$ cat src/rtl/grid_position_histogram_defines.svh
// assertion macros used by the histogram controller
`ifndef GRID_POSITION_HISTOGRAM_DEFINES_SVH
`define GRID_POSITION_HISTOGRAM_DEFINES_SVH

`ifndef NO_ASSERTIONS
// property must hold at every clock out of reset
`define GPH_ASSERT(label, prop, msg) \
  label: assert property (@(posedge clk) disable iff (!rst_n) prop) else $error(msg);
// expression must never be true out of reset
`define GPH_ASSERT_NEVER(label, expr, msg) \
  label: assert property (@(posedge clk) disable iff (!rst_n) !(expr)) else $error(msg);
`else
`define GPH_ASSERT(label, prop, msg)
`define GPH_ASSERT_NEVER(label, expr, msg)
`endif

`endif

$ cat src/rtl/gph_pkg.sv
package gph_pkg;

  // grid geometry
  localparam int MAX_COLS   = 64;
  localparam int MAX_ROWS   = 64;
  localparam int COUNT_BITS = 16;
  localparam int COL_BITS   = $clog2(MAX_COLS);
  localparam int ROW_BITS   = $clog2(MAX_ROWS);
  localparam int ADDR_BITS  = COL_BITS + ROW_BITS;
  localparam int MEM_DEPTH  = 1 << ADDR_BITS;

  localparam logic [COUNT_BITS-1:0] COUNT_MAX = '1;

  // field widths
  localparam int POS_BITS  = 16;
  localparam int DIFF_BITS = POS_BITS + 1;
  localparam int MAG_BITS  = POS_BITS;
  localparam int BS_BITS   = 11;
  localparam int NB_BITS   = 7;

  // configuration port
  localparam int CFG_IDX_BITS  = 3;
  localparam int CFG_DATA_BITS = 16;

  // divider: quotient bits retired per cycle
  localparam int DIV_STEP_BITS = 4;
  localparam int DIV_STEPS     = MAG_BITS / DIV_STEP_BITS;
  localparam int DIV_CNT_BITS  = $clog2(DIV_STEPS);

  // clamped bucket count limits
  localparam logic [NB_BITS-1:0] COLS_LIMIT = NB_BITS'(MAX_COLS);
  localparam logic [NB_BITS-1:0] ROWS_LIMIT = NB_BITS'(MAX_ROWS);

  // register reset values
  localparam logic signed [POS_BITS-1:0] ORIGIN_RST = '0;
  localparam logic [BS_BITS-1:0] BUCKET_SIZE_RST    = BS_BITS'(1);
  localparam logic [NB_BITS-1:0] BUCKETS_RST        = NB_BITS'(64);

  typedef enum logic [1:0] {
    CMD_ADD   = 2'd0,
    CMD_READ  = 2'd1,
    CMD_CLEAR = 2'd2
  } cmd_t;

  typedef enum logic [CFG_IDX_BITS-1:0] {
    CFG_ORIGIN_X    = 3'd0,
    CFG_ORIGIN_Y    = 3'd1,
    CFG_BUCKET_SIZE = 3'd2,
    CFG_BUCKETS_X   = 3'd3,
    CFG_BUCKETS_Y   = 3'd4
  } cfg_idx_t;

  // controller to datapath
  typedef struct packed {
    logic load_item;
    logic div_step;
    logic sweep_wr;
    logic ram_rd;
    logic upd;
    logic load_out;
  } ctl_cmd_t;

  // datapath to controller
  typedef struct packed {
    logic new_is_add;
    logic new_is_clear;
    logic sweep_last;
  } ctl_stat_t;

endpackage

$ cat src/rtl/gph_ctrl.sv
`include "grid_position_histogram_defines.svh"

module gph_ctrl (
  input  logic               clk,
  input  logic               rst_n,
  input  logic               in_valid,
  output logic               in_ready,
  output logic               out_valid,
  input  logic               out_ready,
  input  gph_pkg::ctl_stat_t stat,
  output gph_pkg::ctl_cmd_t  ctl
);

  typedef enum logic [6:0] {
    S_INIT  = 7'b0000001,
    S_IDLE  = 7'b0000010,
    S_DIV   = 7'b0000100,
    S_CLEAR = 7'b0001000,
    S_RD    = 7'b0010000,
    S_UPD   = 7'b0100000,
    S_DONE  = 7'b1000000
  } state_t;

  state_t                            state_r, state_nxt;
  logic [gph_pkg::DIV_CNT_BITS-1:0]  div_cnt_r, div_cnt_nxt;
  logic                              out_valid_r, out_valid_nxt;
  logic                              div_last;

  assign div_last = (div_cnt_r == gph_pkg::DIV_CNT_BITS'(gph_pkg::DIV_STEPS - 1));

  // next state and datapath commands
  always_comb begin
    state_nxt   = state_r;
    div_cnt_nxt = div_cnt_r;
    ctl         = '0;
    in_ready    = 1'b0;
    case (state_r)
      S_INIT: begin
        ctl.sweep_wr = 1'b1;
        if (stat.sweep_last) begin
          state_nxt = S_IDLE;
        end
      end
      S_IDLE: begin
        in_ready = 1'b1;
        if (in_valid) begin
          ctl.load_item = 1'b1;
          div_cnt_nxt   = '0;
          if (stat.new_is_add) begin
            state_nxt = S_DIV;
          end else if (stat.new_is_clear) begin
            state_nxt = S_CLEAR;
          end else begin
            state_nxt = S_RD;
          end
        end
      end
      S_DIV: begin
        ctl.div_step = 1'b1;
        div_cnt_nxt  = div_cnt_r + gph_pkg::DIV_CNT_BITS'(1);
        if (div_last) begin
          state_nxt = S_RD;
        end
      end
      S_CLEAR: begin
        ctl.sweep_wr = 1'b1;
        if (stat.sweep_last) begin
          state_nxt = S_UPD;
        end
      end
      S_RD: begin
        ctl.ram_rd = 1'b1;
        state_nxt  = S_UPD;
      end
      S_UPD: begin
        ctl.upd   = 1'b1;
        state_nxt = S_DONE;
      end
      S_DONE: begin
        if (!out_valid_r || out_ready) begin
          ctl.load_out = 1'b1;
          state_nxt    = S_IDLE;
        end
      end
      default: begin
        state_nxt = S_INIT;
      end
    endcase
  end

  // output valid flag
  always_comb begin
    out_valid_nxt = out_valid_r;
    if (ctl.load_out) begin
      out_valid_nxt = 1'b1;
    end else if (out_ready) begin
      out_valid_nxt = 1'b0;
    end
  end

  always_ff @(posedge clk) begin
    if (!rst_n) begin
      state_r     <= S_INIT;
      div_cnt_r   <= '0;
      out_valid_r <= 1'b0;
    end else begin
      state_r     <= state_nxt;
      div_cnt_r   <= div_cnt_nxt;
      out_valid_r <= out_valid_nxt;
    end
  end

  assign out_valid = out_valid_r;

  `GPH_ASSERT_NEVER(a_no_accept_in_sweep, in_ready && (state_r == S_INIT || state_r == S_CLEAR), "transaction accepted during clearing sweep")
  `GPH_ASSERT(a_upd_after_read, (state_r == S_UPD) |-> $past(state_r == S_RD || state_r == S_CLEAR), "update without ram read or sweep")
  `GPH_ASSERT(a_result_posted, (state_r == S_DONE && (!out_valid_r || out_ready)) |=> (out_valid_r && state_r == S_IDLE), "result not posted to output register")
  `GPH_ASSERT(a_div_len, (state_r == S_RD && $past(state_r == S_DIV)) |-> $past(div_last), "divide left early")

endmodule

$ cat config.mk
export PLATFORM = sky130hd
export DESIGN_NAME = gph_ctrl
export DESIGN_NICKNAME = d
export VERILOG_FILES = /design/src/rtl/gph_pkg.sv /design/src/rtl/gph_ctrl.sv
export VERILOG_INCLUDE_DIRS = /design/src /design/src/rtl
export SDC_FILE = /design/constraint.sdc
export NUM_CORES = 1
export LEC_CHECK = 0
export BUFFER_PORTS_ARGS = -buffer_cell sky130_fd_sc_hd__buf_2
export CAP_MARGIN = 20
export CORE_ASPECT_RATIO = 0.8
export CORE_MARGIN = 1.5
export CORE_UTILIZATION = 30
export CTS_BUF_LIST = sky130_fd_sc_hd__clkbuf_2 sky130_fd_sc_hd__clkbuf_4 sky130_fd_sc_hd__clkbuf_8
export DETAILED_ROUTE_END_ITERATION = 8
export SYNTH_ARGS = -nofsm -noshare
export SYNTH_HDL_FRONTEND = slang
export SYNTH_SLANG_ARGS = --single-unit
$ cat constraint.sdc
create_clock -name clk -period 2.1 [get_ports clk]
set_clock_uncertainty 0.1 [all_clocks]
set_input_delay 0.42 -clock clk [delete_from_list [all_inputs] [get_ports clk]]
set_output_delay 0.42 -clock clk [all_outputs]
set_load 0.01 [all_outputs]
==> run_results.csv <==
group,metric,value,unit
status,outcome,"finished, violations left",
status,violations,"setup timing",
setup_path,end_kind,"output port",
synthesis,synth-compound-area-share,0.156,
setup_path,cp_max_fo,7,
die,dieArea,2620,µm²
clock_tree,clock-root-buffer,"clkbuf_4",
clock_tree,cts_hold_buf,0,
finish,fin_util,0.390,
synthesis,synth_edf_count,0,
global_route,grt_use_total,0.134,
synthesis,yosys.area_share.adder,0.0180,
detailed_routing,ant_nets,0,
clock_tree,cts.reportedPaths.clkPinSlew,0.06,ns
synthesis,ys_types,38,
setup_path,start_kind,"flip-flop",
synthesis,syn_inst,85,
setup_path,path_class,"flip-flop to output port",
synthesis,synth_area_leaders,"dfxtp_1 (29%), nor2_1 (5.4%), and4b_1 (4.3%)",
sta,holdWs,0.330,ns
detailed_routing,dr.pass1.iters,4,
power,peakVddDrop,0.333,mV
die,coreArea,2180,µm²
sta,report.final.slew_viol_count,0,
power,power.total,0.402,mW
placed_design,dpl_cell_area,808,µm²
sta,fin_crit_sh,1.01,
finish,instances_no_fill,127,
finish,final_area,850,µm²
synthesis,synthMuxAreaShare,0,
finish,area_growth,21.9,%
sta,hold_viol,0,
synthesis,syn_area,697,µm²
finish,antenna_cells,0,
synthesis,ys_seq_area_frac,0.287,
die,ioPinCount,15,
power,power.density,473,nW/µm²
sta,setup_tns,-0.0204,ns
global_route,grt_max_degree,12,
detailed_routing,wl,1570,µm
sta,rsz0062_at_grt,"yes",
synthesis,ys_async_sr_fraction,0,
synthesis,yosys.area.top_type,"dfxtp_1",
synthesis,ys.flop_type,"dfxtp_1",
clock_tree,clk_path_buf_depth,2,
synthesis,netlist.area_leader.share,0.287,
synthesis,ys_ff_latch,10,
synthesis,synth_common_cells,"dfxtp_1 (10), nor2_1 (10), nand2_1 (5)",
die,rows,15,
clock_tree,postCtsSetupRepairBufs,0,
placed_design,gp_congestion,0.756,
global_route,globalRouteOverflowTotal,0,
sta,setup_viol,1,
synthesis,avgSynthCellArea,8.20,µm²
clock_tree,cts_tree,"built",
detailed_routing,avgRoutedWirePerCell,12.3,µm
sta,worst_pin_slew,0.414,ns
synthesis,synthXorXnorAreaFrac,0.0377,
finish,layout.nets,112,
global_route,grt_pass1_wl,2610,µm
placed_design,io_buffers,14,
die,dieHeight,46.1,µm
sta,fmax,472,MHz
setup_path,worstPathArrival,1.60,ns
clock_tree,cts_max_level,1,
run,drv_cap,0,
synthesis,synth_top_family_by_area,"simple AND/OR/NAND/NOR gates",
global_route,antenna_found_initial,0,
min_path,hp-class,"primary input to flip-flop",
sta,fin_crit,2.12,ns
detailed_routing,vias_per_cell,5.40,
placed_design,dpl.cell_count,124,
setup_path,required,1.58,ns
detailed_routing,num_vias,686,
power,power_leakage,0.357,nW
placed_design,dp_slack,0.154,ns
synthesis,yosys_warnings,0,
synthesis,synth-simple-area-share,0.424,
sta,setup_ws,-0.0204,ns
global_route,grt_pass1_vias,597,
placed_design,hpwl,1190,µm
synthesis,synthesis.nets,93,
clock_tree,clock-sinks,10,
die,start_util,0.320,
die,fp.dieW,56.9,µm
clock_tree,worstSkewPairLatency,0.26,ns
finish,fillers,229,
finish,drive_above_1_share,0.314,
sta,slew_headroom,0.722,
detailed_routing,detail_route.iter0.violations,10,
clock_tree,cts_buffers,3,
detailed_routing,drc,0,
==> registers in the layout, summed over array words and instances (netlist names) <==
name       count
div_cnt_r      2
out_valid      1
state_r        7
==> path summary, 6_finish.rpt <==
path,start,end,slack [ns],cells past startpoint
max reg2reg,state_r[5]$_SDFFE_PN0P_,state_r[3]$_SDFFE_PN0P_,0.12,4
min,stat[2],state_r[2]$_SDFFE_PN0P_,0.33,3
min reg2reg,state_r[2]$_SDFFE_PN0P_,state_r[1]$_SDFFE_PN0P_,0.42,1
max,state_r[5]$_SDFFE_PN0P_,ctl[5],-0.02,3
==> worst max-delay path, cell delays in order, from the launching register on <==
cell     delay (ns)
dfxtp_1        0.31
or4_4          0.61
nor4_4         0.25
buf_2          0.17
==> final cells by class <==
| class | instances | area [µm²] | area share |
|---|---|---|---|
| Clock buffer | 3 | 22.5 | 0.0265 |
| Multi-Input combinational cell | 66 | 462 | 0.543 |
| Tap cell | 25 | 31.3 | 0.0368 |
| Sequential cell | 10 | 200 | 0.236 |
| Timing Repair Buffer | 22 | 130 | 0.153 |
| Inverter | 1 | 3.75 | 0.00442 |
==> cell families after synthesis <==
logic type / after synthesis
adder cells (fa/ha/maj): 1
AO/OA/AOI/OAI: 15
XOR/XNOR: 3
AND/OR/NAND/NOR: 47
flip-flops: 10
buffers and inverters: 9
==> per-layer routing <==
metal,global-route usage,wire length [µm],vias to the layer above
li1,-,-,352
met1,0.167,710,320
met2,0.209,751,12
met3,0.0534,84,2
met4,0.0558,22,0
met5,0,0,-
==> placed cells by master, fill, tap and decap left out, drive strengths merged, types with 2 or more instances in the layout <==
master   n
nand2    5
and4b    3
dfxtp   10
a211oi   3
clkbuf   3
xor2     2
nor3     4
o21a     2
a21boi   2
nand2b   3
nor4     2
a21oi    2
nor2    10
nor4b    2
buf     22
nor2b    4
nand4    3
nand3    2
or4      2
==> what timing repair did <==
action,4_1_cts,5_1_grt
endpoints found under the setup margin,2,3
pin swaps,1,0
gates resized for setup,2,1
==> power by group <==
group          leakage (nW)  total, mW  switching, mW  internal (mW)
registers            0.0810      0.202        0.00691          0.195
clock network        0.0138      0.123         0.0575         0.0658
logic                 0.262     0.0770         0.0432         0.0337
total                 0.357      0.402          0.108          0.294
(Power assumes the default switching activity.)
